==> src/rtl/bsec_pkg.sv <==
// ----------------------------------------------------------------------------
// bsec_pkg: shared types and constants for the boosted stump classifier
// Table entry layout, item commands, score widths and the control/status
// bundles between the sequencer and the datapath.
// ----------------------------------------------------------------------------
package bsec_pkg;

  localparam int unsigned MaxStumps   = 32;
  localparam int unsigned NumFeatures = 5;
  localparam int unsigned NumClasses  = 3;

  localparam int unsigned IdxW   = $clog2(MaxStumps);
  localparam int unsigned CntW   = IdxW + 1;
  localparam int unsigned FeatW  = 16;
  localparam int unsigned AlphaW = 16;
  localparam int unsigned ScoreW = 21;

  localparam logic [ScoreW-1:0] ScoreMax = {ScoreW{1'b1}};

  typedef enum logic {
    CMD_LOAD     = 1'b0,
    CMD_CLASSIFY = 1'b1
  } cmd_e;

  typedef enum logic [1:0] {
    CLS_NONE = 2'd0,
    CLS_BALL = 2'd1,
    CLS_BOX  = 2'd2
  } cls_e;

  localparam logic [2:0] FeatA = 3'd0;
  localparam logic [2:0] FeatB = 3'd1;
  localparam logic [2:0] FeatC = 3'd2;
  localparam logic [2:0] FeatD = 3'd3;
  localparam logic [2:0] FeatE = 3'd4;

  // Register index of stumps_in_use
  localparam logic CfgStumpsInUse = 1'b0;

  typedef struct packed {
    logic [2:0]              feat;
    logic signed [FeatW-1:0] thr;
    logic                    dir;
    logic [1:0]              cls;
    logic [AlphaW-1:0]       alpha;
  } stump_t;

  typedef struct packed {
    logic wr_en;     // write table entry from input
    logic start;     // latch features, clear scores, rewind walk
    logic issue;     // read next table entry
    logic out_load;  // move scores and winner into output register
  } dp_cmd_t;

  typedef struct packed {
    logic walk_done;
    logic out_free;
  } dp_stat_t;

endpackage

==> src/rtl/boosted_stump_ensemble_classifier_unit.sv <==
// ----------------------------------------------------------------------------
// boosted_stump_ensemble_classifier_unit: decision-stump ensemble scorer
// Loads a 32-entry stump table and scores five-feature samples against it.
// ----------------------------------------------------------------------------
// Usage:
//   Input channel (in_valid_i / in_stall_o): cmd_i = 0 writes one table
//   entry at entry_index_i and finishes in the accept cycle with no result.
//   cmd_i = 1 classifies feature_a_i..feature_e_i and yields one
//   transaction on the output channel (out_valid_o / out_stall_i).
//   A classification walks the table one entry per cycle through the
//   table's single registered read port, over N = min(stumps_in_use, 32)
//   entries; the input stays stalled from acceptance until the result
//   is moved into the output register. One item is in work at a time;
//   a finished result may wait in the output register while the next
//   item is taken.
//   When the receiver stalls, the result holds in the output register; a
//   following classification waits in its last step until the register
//   frees up, and table loads wait with it; with the sequencer idle, loads go on.
//   Reset clears stumps_in_use, the sequencer and the output valid; table
//   contents are undefined until loaded.
//   Configuration: stumps_in_use at byte address 0 of the APB port.
// ----------------------------------------------------------------------------
module boosted_stump_ensemble_classifier_unit (
  input  logic                               clk_i,
  input  logic                               rst_ni,
  input  logic                               psel,
  input  logic                               penable,
  input  logic                               pwrite,
  input  logic [2:0]                         paddr,
  input  logic [31:0]                        pwdata,
  output logic [31:0]                        prdata,
  output logic                               pready,
  input  logic                               in_valid_i,
  output logic                               in_stall_o,
  input  logic                               cmd_i,
  input  logic [4:0]                         entry_index_i,
  input  logic [2:0]                         stump_feature_i,
  input  logic signed [15:0]                 stump_threshold_i,
  input  logic                               stump_direction_i,
  input  logic [1:0]                         stump_class_i,
  input  logic [15:0]                        stump_alpha_i,
  input  logic signed [15:0]                 feature_a_i,
  input  logic signed [15:0]                 feature_b_i,
  input  logic signed [15:0]                 feature_c_i,
  input  logic signed [15:0]                 feature_d_i,
  input  logic signed [15:0]                 feature_e_i,
  output logic                               out_valid_o,
  input  logic                               out_stall_i,
  output logic [1:0]                         predicted_class_o,
  output logic [20:0]                        score_none_o,
  output logic [20:0]                        score_ball_o,
  output logic [20:0]                        score_box_o
);

  localparam int unsigned CW = bsec_pkg::CntW;

  logic [5:0]          stumps_q;
  logic [CW-1:0]       stumps_sat;
  logic                cfg_wr;
  bsec_pkg::dp_cmd_t   dp_cmd;
  bsec_pkg::dp_stat_t  dp_stat;

  assign pready = 1'b1;
  assign cfg_wr = psel && penable && pwrite && pready;

  always_ff @(posedge clk_i or negedge rst_ni) begin
    if (!rst_ni) begin
      stumps_q <= '0;
    end else if (cfg_wr && (paddr[2] == bsec_pkg::CfgStumpsInUse)) begin
      stumps_q <= pwdata[5:0];
    end
  end

  assign prdata = (paddr[2] == bsec_pkg::CfgStumpsInUse) ? {26'd0, stumps_q} : 32'd0;

  // clamp the walk length to the table depth
  assign stumps_sat = (stumps_q > 6'(bsec_pkg::MaxStumps)) ?
                      CW'(bsec_pkg::MaxStumps) : CW'(stumps_q);

  bsec_ctrl u_ctrl (
    .clk_i      (clk_i),
    .rst_ni     (rst_ni),
    .in_valid_i (in_valid_i),
    .cmd_i      (cmd_i),
    .in_stall_o (in_stall_o),
    .stat_i     (dp_stat),
    .cmd_o      (dp_cmd)
  );

  bsec_dp u_dp (
    .clk_i             (clk_i),
    .rst_ni            (rst_ni),
    .cmd_i             (dp_cmd),
    .stat_o            (dp_stat),
    .stumps_i          (stumps_sat),
    .entry_index_i     (entry_index_i),
    .stump_feature_i   (stump_feature_i),
    .stump_threshold_i (stump_threshold_i),
    .stump_direction_i (stump_direction_i),
    .stump_class_i     (stump_class_i),
    .stump_alpha_i     (stump_alpha_i),
    .feature_a_i       (feature_a_i),
    .feature_b_i       (feature_b_i),
    .feature_c_i       (feature_c_i),
    .feature_d_i       (feature_d_i),
    .feature_e_i       (feature_e_i),
    .out_valid_o       (out_valid_o),
    .out_stall_i       (out_stall_i),
    .predicted_class_o (predicted_class_o),
    .score_none_o      (score_none_o),
    .score_ball_o      (score_ball_o),
    .score_box_o       (score_box_o)
  );

endmodule

==> src/rtl/bsec_ctrl.sv <==
// ----------------------------------------------------------------------------
// bsec_ctrl: item sequencer
// Accepts one item at a time, steps the table walk of a classification and
// hands the finished result to the output register.
// ----------------------------------------------------------------------------
module bsec_ctrl (
  input  logic                 clk_i,
  input  logic                 rst_ni,
  input  logic                 in_valid_i,
  input  logic                 cmd_i,
  output logic                 in_stall_o,
  input  bsec_pkg::dp_stat_t   stat_i,
  output bsec_pkg::dp_cmd_t    cmd_o
);

  typedef enum logic [2:0] {
    ST_IDLE = 3'b001,
    ST_RUN  = 3'b010,
    ST_DONE = 3'b100
  } state_e;

  state_e state_q, state_d;
  logic   accept;

  assign in_stall_o = (state_q != ST_IDLE);
  assign accept     = in_valid_i && (state_q == ST_IDLE);

  always_comb begin
    state_d        = state_q;
    cmd_o          = '0;
    case (state_q)
      ST_IDLE: begin
        if (accept) begin
          if (cmd_i == bsec_pkg::CMD_CLASSIFY) begin
            cmd_o.start = 1'b1;
            state_d     = ST_RUN;
          end else begin
            cmd_o.wr_en = 1'b1;
          end
        end
      end
      ST_RUN: begin
        // the last read accumulates in the cycle the walk reports done
        if (stat_i.walk_done) begin
          state_d = ST_DONE;
        end else begin
          cmd_o.issue = 1'b1;
        end
      end
      ST_DONE: begin
        if (stat_i.out_free) begin
          cmd_o.out_load = 1'b1;
          state_d        = ST_IDLE;
        end
      end
      default: begin
        state_d = ST_IDLE;
      end
    endcase
  end

  always_ff @(posedge clk_i or negedge rst_ni) begin
    if (!rst_ni) begin
      state_q <= ST_IDLE;
    end else begin
      state_q <= state_d;
    end
  end

endmodule

==> src/rtl/bsec_dp.sv <==
// ----------------------------------------------------------------------------
// bsec_dp: stump table, feature latch, score accumulators, output register
// One table entry is read per cycle; its vote is added in the following cycle.
// ----------------------------------------------------------------------------
module bsec_dp (
  input  logic                                 clk_i,
  input  logic                                 rst_ni,
  input  bsec_pkg::dp_cmd_t                    cmd_i,
  output bsec_pkg::dp_stat_t                   stat_o,
  input  logic [bsec_pkg::CntW-1:0]            stumps_i,
  input  logic [bsec_pkg::IdxW-1:0]            entry_index_i,
  input  logic [2:0]                           stump_feature_i,
  input  logic signed [bsec_pkg::FeatW-1:0]    stump_threshold_i,
  input  logic                                 stump_direction_i,
  input  logic [1:0]                           stump_class_i,
  input  logic [bsec_pkg::AlphaW-1:0]          stump_alpha_i,
  input  logic signed [bsec_pkg::FeatW-1:0]    feature_a_i,
  input  logic signed [bsec_pkg::FeatW-1:0]    feature_b_i,
  input  logic signed [bsec_pkg::FeatW-1:0]    feature_c_i,
  input  logic signed [bsec_pkg::FeatW-1:0]    feature_d_i,
  input  logic signed [bsec_pkg::FeatW-1:0]    feature_e_i,
  output logic                                 out_valid_o,
  input  logic                                 out_stall_i,
  output logic [1:0]                           predicted_class_o,
  output logic [bsec_pkg::ScoreW-1:0]          score_none_o,
  output logic [bsec_pkg::ScoreW-1:0]          score_ball_o,
  output logic [bsec_pkg::ScoreW-1:0]          score_box_o
);

  localparam int unsigned SW = bsec_pkg::ScoreW;

  bsec_pkg::stump_t mem [bsec_pkg::MaxStumps];
  bsec_pkg::stump_t rd_data_q, wr_entry;
  logic             rd_vld_q;

  logic [bsec_pkg::CntW-1:0] idx_q;

  logic signed [bsec_pkg::FeatW-1:0] feat_q [bsec_pkg::NumFeatures];
  logic signed [bsec_pkg::FeatW-1:0] x_sel;
  logic                              feat_ok, fire;

  logic [SW-1:0] score_q [bsec_pkg::NumClasses];
  logic [SW:0]   sum;
  logic [SW-1:0] sum_sat;
  logic [SW-1:0] acc_sel;

  logic [1:0]    best;
  logic [SW-1:0] best_score;

  logic          out_vld_q;
  logic [1:0]    out_cls_q;
  logic [SW-1:0] out_s0_q, out_s1_q, out_s2_q;

  assign wr_entry = '{feat: stump_feature_i, thr: stump_threshold_i,
                      dir: stump_direction_i, cls: stump_class_i,
                      alpha: stump_alpha_i};

  // table: one write port, one registered read port, no reset
  always_ff @(posedge clk_i) begin
    if (cmd_i.wr_en) begin
      mem[entry_index_i] <= wr_entry;
    end
    if (cmd_i.issue) begin
      rd_data_q <= mem[idx_q[bsec_pkg::IdxW-1:0]];
    end
  end

  always_ff @(posedge clk_i or negedge rst_ni) begin
    if (!rst_ni) begin
      rd_vld_q <= 1'b0;
      idx_q    <= '0;
    end else begin
      rd_vld_q <= cmd_i.issue;
      if (cmd_i.start) begin
        idx_q <= '0;
      end else if (cmd_i.issue) begin
        idx_q <= idx_q + 1'b1;
      end
    end
  end

  assign stat_o.walk_done = (idx_q == stumps_i) && !cmd_i.start;
  assign stat_o.out_free  = !out_vld_q || !out_stall_i;

  always_ff @(posedge clk_i) begin
    if (cmd_i.start) begin
      feat_q[0] <= feature_a_i;
      feat_q[1] <= feature_b_i;
      feat_q[2] <= feature_c_i;
      feat_q[3] <= feature_d_i;
      feat_q[4] <= feature_e_i;
    end
  end

  always_comb begin
    x_sel   = '0;
    feat_ok = 1'b1;
    case (rd_data_q.feat)
      bsec_pkg::FeatA: x_sel = feat_q[0];
      bsec_pkg::FeatB: x_sel = feat_q[1];
      bsec_pkg::FeatC: x_sel = feat_q[2];
      bsec_pkg::FeatD: x_sel = feat_q[3];
      bsec_pkg::FeatE: x_sel = feat_q[4];
      default:         feat_ok = 1'b0;
    endcase
  end

  assign fire = feat_ok &&
                (rd_data_q.dir ? (x_sel > rd_data_q.thr) : (x_sel < rd_data_q.thr));

  always_comb begin
    acc_sel = '0;
    case (rd_data_q.cls)
      bsec_pkg::CLS_NONE: acc_sel = score_q[0];
      bsec_pkg::CLS_BALL: acc_sel = score_q[1];
      bsec_pkg::CLS_BOX:  acc_sel = score_q[2];
      default:            acc_sel = '0;
    endcase
  end

  assign sum     = {1'b0, acc_sel} + {{(SW + 1 - bsec_pkg::AlphaW){1'b0}}, rd_data_q.alpha};
  assign sum_sat = sum[SW] ? bsec_pkg::ScoreMax : sum[SW-1:0];

  always_ff @(posedge clk_i) begin
    if (cmd_i.start) begin
      score_q[0] <= '0;
      score_q[1] <= '0;
      score_q[2] <= '0;
    end else if (rd_vld_q && fire) begin
      // a class code beyond the last class drops the vote
      case (rd_data_q.cls)
        bsec_pkg::CLS_NONE: score_q[0] <= sum_sat;
        bsec_pkg::CLS_BALL: score_q[1] <= sum_sat;
        bsec_pkg::CLS_BOX:  score_q[2] <= sum_sat;
        default: ;
      endcase
    end
  end

  // lowest class wins a tie
  always_comb begin
    best       = bsec_pkg::CLS_NONE;
    best_score = score_q[0];
    if (score_q[1] > best_score) begin
      best       = bsec_pkg::CLS_BALL;
      best_score = score_q[1];
    end
    if (score_q[2] > best_score) begin
      best       = bsec_pkg::CLS_BOX;
    end
  end

  always_ff @(posedge clk_i or negedge rst_ni) begin
    if (!rst_ni) begin
      out_vld_q <= 1'b0;
    end else if (cmd_i.out_load) begin
      out_vld_q <= 1'b1;
    end else if (!out_stall_i) begin
      out_vld_q <= 1'b0;
    end
  end

  always_ff @(posedge clk_i) begin
    if (cmd_i.out_load) begin
      out_cls_q <= best;
      out_s0_q  <= score_q[0];
      out_s1_q  <= score_q[1];
      out_s2_q  <= score_q[2];
    end
  end

  assign out_valid_o       = out_vld_q;
  assign predicted_class_o = out_cls_q;
  assign score_none_o      = out_s0_q;
  assign score_ball_o      = out_s1_q;
  assign score_box_o       = out_s2_q;

endmodule

==> config.mk <==
export PLATFORM = sky130hd
export DESIGN_NAME = boosted_stump_ensemble_classifier_unit
export DESIGN_NICKNAME = d
export VERILOG_FILES = /design/src/rtl/bsec_pkg.sv /design/src/rtl/boosted_stump_ensemble_classifier_unit.sv /design/src/rtl/bsec_ctrl.sv /design/src/rtl/bsec_dp.sv
export SDC_FILE = /design/constraint.sdc
export NUM_CORES = 2
export LEC_CHECK = 0
export ABC_CLOCK_PERIOD_IN_PS = 6200
export BUFFER_PORTS_ARGS = -buffer_cell sky130_fd_sc_hd__buf_2
export CAP_MARGIN = 20
export CORE_AREA = 2 2 313 315
export DETAILED_ROUTE_END_ITERATION = 16
export DIE_AREA = 0 0 315 317
export PLACE_DENSITY = 0.75
export SLEW_MARGIN = 30
export SYNTH_ARGS = -nofsm -noshare
export SYNTH_HDL_FRONTEND = slang
export SYNTH_SLANG_ARGS = --single-unit
==> constraint.sdc <==
create_clock -name clk_i -period 6.2 [get_ports clk_i]
set_input_delay 0.62 -clock clk_i [delete_from_list [all_inputs] [get_ports clk_i]]
set_output_delay 0.62 -clock clk_i [all_outputs]
set_load 0.02 [all_outputs]
; ---- Word-level counts from Yosys, hierarchy flattened
; Memory sizes are Yosys's and may differ from the RTL's. A register that Yosys moved wholly into a read port is not among the register bits.
; Cells that the tools add are included.
[classes]
addsub = 2
n_mul = 0
div_mod_pow = 0
magnitude_cmp = 5
eq_ne = 16
shifts = 0
n_mux = 45
n_bitwise = 4
n_reduce_logical = 16
[op_table]
columns = cell, n
row1 = 21-bit two-way mux, 5
row2 = 16-bit one-hot mux with 5 select lines, 1
row3 = 21-bit one-hot mux with 3 select lines, 1
row4 = 21-bit greater-than comparator, 2
row5 = 1-bit two-way mux, 27
row6 = 6-bit two-way mux, 4
row7 = 21-bit by 16-bit adder with 22-bit output, 1
row8 = 16-bit greater-than comparator, 1
row9 = 16-bit less-than comparator, 1
row10 = 3-bit two-way mux, 4
row11 = 3-bit by 2-bit == test with 1-bit output (second input constant), 3
row12 = 3-bit one-hot mux with 3 select lines, 1
row13 = 1-bit logical AND, 7
row14 = 6-bit by 1-bit adder with 6-bit output (second input constant), 1
row15 = 3-bit by 1-bit == test with 1-bit output (second input constant), 2
row16 = 3-bit == test (second input constant), 2
row17 = 6-bit == test, 1
row18 = 6-bit greater-than comparator (second input constant), 1
row19 = 2-bit inequality test (second input constant), 3
row20 = 5-bit OR reduction, 1
row21 = 2-bit two-way mux, 2
row22 = 2-bit by 1-bit inequality test with 1-bit output (second input constant), 2
row23 = 4-bit AND reduction, 1
row24 = 1-bit logical NOT, 3
row25 = 9 further kinds, 11
[word_totals]
reg_bits = 82
latch_bits = 0
mem_bits_rw = 1359
romBits = 0
input_bits = 166
output_inout_bits = 100
word_cells = 100
memories = 3
[mem_list]
columns = memory, words, word_bits, rd, rd_ports_with_merged_regs, wr, line
row1 = u_dp.mem, 32, 38, 1, 1, 1, bsec_dp.sv:32  ; bsec_pkg::stump_t mem [bsec_pkg::MaxStumps];
row2 = u_dp.feat_q, 5, 16, 5, 0, 5, bsec_dp.sv:38  ; logic signed [bsec_pkg::FeatW-1:0] feat_q [bsec_pkg::NumFeatures];
row3 = u_dp.score_q, 3, 21, 3, 0, 3, bsec_dp.sv:42  ; logic [SW-1:0] score_q [bsec_pkg::NumClasses];

; ---- Logic depth before layout (Yosys ltp)
[depth]
ltp_word = 10
ltp_mapped = 18
ltp_nobuf = 17

; ---- By module
; Synthesis repeated with hierarchy kept, for this count alone.
[unflattened]
cells_unflattened = 2653
hier_area_um2 = 58374.7
[by_module_without_submodules]
columns = module, n_inst, cells_per_inst, area_each_um2, seq_area_each_um2
row1 = bsec_dp, 1, 2579, 57642.8, 44102.3
row2 = boosted_stump_ensemble_classifier_unit, 1, 54, 539.3, 150.1
row3 = bsec_ctrl, 1, 20, 192.7, 76.3

; ---- Least setup slack after synthesis
; No wires, ideal clock.
[synth_timing]
path_kind = reg2reg
startpoint = register u_dp.rd_data_q[35] (netlist name)
endpoint = memory u_dp.score_q[0][0] (netlist bit), enable pin
setup_time_ps = 432
arrival_ps = 4571
required_ps = 5768
setup_slack_ps = 1198
stages_incl_launch_ff = 14
n_path_buf = 2
synth_period_minus_slack_ps = 5002
path_cell_list = edfxtp_1 > clkbuf_1 > clkbuf_1 > mux2_2 > a22oi_1 > o22ai_1 > ha_1 > nand4_1 > or3_1 > a21oi_1 > o32ai_1 > mux2i_1 > nand3_1 > o31ai_1
[synth_lines]
columns = element, line
row1 = "end, declared", bsec_dp.sv:42

==> out/metrics.csv <==
metric,value,unit
maximum root-to-sink buffer count,3,
Die ar.,99900,sq um
Root Buffer,clkbuf_16,
skew final,0.0284,ns
die height,317,microns
Setup-failing EPs final,0,
"FF+latch count, synth",1479,
GR peak layer,met2,
Die Span X,315,microns
Post-Synth Simple-Gate Area,0.0160,
clock power share,0.373,
DRT Pass-1 Iters,5,
final cell count without fillers,4344,
mapped cell area,58400,sq um
Post-synth EDFFs,1462,
FF-to-FF path depth,12,
Slew headroom,0.347,
"Distinct cells, synth",71,
ys flop type,edfxtp_1,
slowest CP cell,nand2_1,
Top Ports,266,
Leak,21.3,nW
via count,28966,
share of layout cells above drive strength 1,0.320,
largest family of logic cells by synthesized area,multiplexers,
final wirelength,141000,microns
CTS H-tree depth,4,
FILL cells,5617,
Avg Synthesized Cell Area,22.0,sq um
CTS tree,done,
DP Cell Count,4098,
final cycle utilization of the critical path,0.797,
fraction of synthesized area in multiplexers,0.166,
Setup crit end kind,flop,
FF/Latch Area,44300,sq um
Max Cap Viol,0,
Reg power frac,0.508,
Fin. Hold Viols,0,
core area,96300,sq um
Synth Area in Adders,0.0164,
Gate power share,0.119,
setup_tns,0,ns
grt met3 use,0.0482,
switching fraction of total power,0.226,
Setup Crit Path Kind,reg -> reg,
Worst Path Buf+Inv,1,
postcts setup bufs,0,
outcome,"finished, final reports clean",
Worst Setup SP,u_dp.rd_data_q[36],
"delay-heaviest family, CP",simple AND/OR/NAND/NOR gates,
Worst setup SP type,flop,
Post-CTS Resized,0,
number of vias per cell,6.67,
area taken by multi-input logic gates,13500,sq um
total track usage,0.286,
Internal,17.1,mW
final setup margin,1.26,ns
"FFs w/ async S/R, synth",0.0115,
number of global-route vias before repair,29780,
DP Worst Slack,1.19,ns
crit path cell chain,buf_4 -> nor2_2 -> a22oi_1 -> o22ai_1 -> ha_1 -> nand4_1 -> or3_1 -> a21oi_1 -> o32ai_1 -> mux2i_1 -> nand2_1 -> a311oi_1,
GPL Wtd Cong,0.847,
first-pass GRT wire length,203000,microns
drt wl/cell,32.4,microns
P&R area growth vs syn,13.7,%
Critical Path AT,5.42,ns
layout net count,3212,
clock slew at reported path FFs,0.06,ns
worst setup path endpoint,u_dp.score_q[0][38],
met2 Usage GRT,0.487,
Sink Count,1479,
Rows,114,
CTS buffer count,144,
Slew Limit Fails,0,
Peak Freq,202,MHz
Critical Path Stages,12,
minimum clock period,4.94,ns
Min Hold Slack,0.0584,ns
DR DRC count,0,
Worst R2R Start,u_dp.rd_data_q[36],
Synth Instances,2651,
initial antenna violation count,7,
required time worst endpoint,6.68,ns
largest net degree at the start of global routing,137,
Clock Latency Late Sink,0.75,ns
PortBufs,210,
XOR/XNOR Fraction of Synth Area,0.00300,
GR Overflow Total,0,
initial core utilization,0.606,
GR Util met1,0.372,
DR iter-0 viols,3608,
remaining antenna violation count,0,
r2r endpoint,u_dp.score_q[0][38],
CP max FO,34,
Sw Pwr,5.01,mW
Tightest Pin Transition,0.971,ns
delay of the slowest critical-path stage,0.67,ns
R2R setup slack,1.26,ns
RSZ-0062 raised after global routing,no,
Yosys warning total,0,
Worst VDD drop,0.376,mV
DP Wirelength,79700,microns
Synth Area in Compound Gates,0.0235,
Worst Hold Class,in -> reg,
sequential area share after synthesis,0.759,
P per Cell Area,334,nW/um^2
## synth_stat cells (7+ instances only)
cell type	number	area share
mux2i_1	42	0.0072
nor2_1	61	0.0039
a21o_1	30	0.0039
edfxtp_1	1462	0.75
o21ai_1	16	0.0014
o21a_1	10	0.0013
buf_2	32	0.0027
buf_1	12	0.00077
xnor2_1	9	0.0013
dfrtp_1	16	0.0069
buf_4	33	0.0042
o22ai_1	16	0.0017
a211oi_1	7	0.00090
a21oi_1	42	0.0036
clkbuf_1	70	0.0045
inv_1	46	0.0030
nand4_1	15	0.0016
ha_1	75	0.016
o21ai_0	20	0.0017
nor2b_1	17	0.0018
nand3_1	11	0.00094
mux2_2	60	0.012
mux4_2	378	0.15
nand2_1	43	0.0028
xor2_1	11	0.0016
a22oi_1	32	0.0041
## cells in the final DEF, fill, tap and decap left out, types with 26 or more instances in the layout
| cell | netlist | routed |
|---|---|---|
| a21o_1 | 30 | 30 |
| nor2_4 | 0 | 32 |
| edfxtp_1 | 1462 | 1462 |
| buf_2 | 32 | 210 |
| clkbuf_1 | 70 | 37 |
| mux4_2 | 378 | 378 |
| mux2i_1 | 42 | 42 |
| clkbuf_16 | 0 | 146 |
| nand2_1 | 43 | 43 |
| ha_1 | 75 | 75 |
| mux2_2 | 60 | 60 |
| inv_1 | 46 | 46 |
| a22oi_1 | 32 | 32 |
| buf_4 | 33 | 52 |
| conb_1 | 2 | 27 |
| a21oi_1 | 42 | 40 |
| nor2_1 | 61 | 28 |
| buf_16 | 0 | 26 |
## area by class of cell
type / instances / area share
Clock inverter: 57 / 0.00869
Antenna cell: 4 / 0.000151
Tap cell: 1276 / 0.0241
Multi-Input combinational cell: 999 / 0.204
Clock buffer: 183 / 0.0571
Timing Repair Buffer: 299 / 0.0353
Inverter: 47 / 0.00268
Sequential cell: 1479 / 0.668
## cells by family (layout without fill, tap and decap cells)
logic type	count (synthesis)	count (layout)
other	2	31
AO/OA/AOI/OAI	205	205
buffers and inverters	198	586
XOR/XNOR	20	20
adder cells (fa/ha/maj)	76	76
AND/OR/NAND/NOR	188	188
multiplexers	483	483
flip-flops	1479	1479
## state kept, by name (all words and copies together) (netlist names), 6 cells and up
signal             count
stumps_q               6
u_dp.rd_data_q        38
u_dp.idx_q             6
u_dp.mem            1216
u_dp.feat_q           80
u_dp.score_ball_o     21
u_dp.score_none_o     21
u_dp.score_q          63
u_dp.score_box_o      21
## stage by stage
stage / instance area [sq um] / power [mW] / utilization
5_1_grt: 66400 / 22.8 / 0.689
2_1_floorplan: 58500 / 13.4 / -
6_report: 66400 / 22.2 / 0.689
3_5_place_dp: 61900 / 14.1 / 0.643
3_3_place_gp: 61200 / 14.0 / 0.636
4_1_cts: 66300 / 22.3 / 0.689
## worst register-to-register path, cell delays in order (launching register included)
cell	delay, ns
edfxtp_1	0.37
buf_4	0.25
nor2_2	0.58
a22oi_1	0.23
o22ai_1	0.27
ha_1	0.19
nand4_1	0.19
or3_1	0.45
a21oi_1	0.19
o32ai_1	0.13
mux2i_1	0.57
nand2_1	0.67
a311oi_1	0.61
## layer usage
layer,part of all wire,routed length [microns]
met5,0.00036,51
met4,0.038,5340
met3,0.083,11700
met2,0.52,73500
met1,0.36,50200
## power by group through the flow
stage,Clock [mW],Sequential [mW],Combinational (mW)
2_1_floorplan,0,11.4,2.01
3_3_place_gp,0,11.5,2.54
3_5_place_dp,0,11.5,2.61
4_1_cts,8.34,11.3,2.66
5_1_grt,8.70,11.3,2.82
6_report,8.26,11.3,2.64
## worst min-delay path by stage
stage / endpoint / slack, ns / cells after the start / startpoint
2_1_floorplan: stumps_q[0] / 0.32 / 0 / rst_ni
3_3_place_gp: u_dp.score_box_o[8] / 0.48 / 0 / u_dp.score_q[0][50]
3_5_place_dp: u_dp.score_box_o[8] / 0.48 / 0 / u_dp.score_q[0][50]
4_1_cts: u_dp.feat_q[0][21] / 0.01 / 1 / feature_b_i[5]
5_1_grt: u_dp.feat_q[0][21] / 0.03 / 1 / feature_b_i[5]
6_report: u_dp.feat_q[0][5] / 0.06 / 1 / feature_a_i[5]
## repair_timing
action | 4_1_cts | 5_1_grt
hold buffers | 1 | 0
endpoints found under the setup margin | 0 | 0
endpoints found under the hold margin | 16 | 0
(Power assumes the default switching activity.)
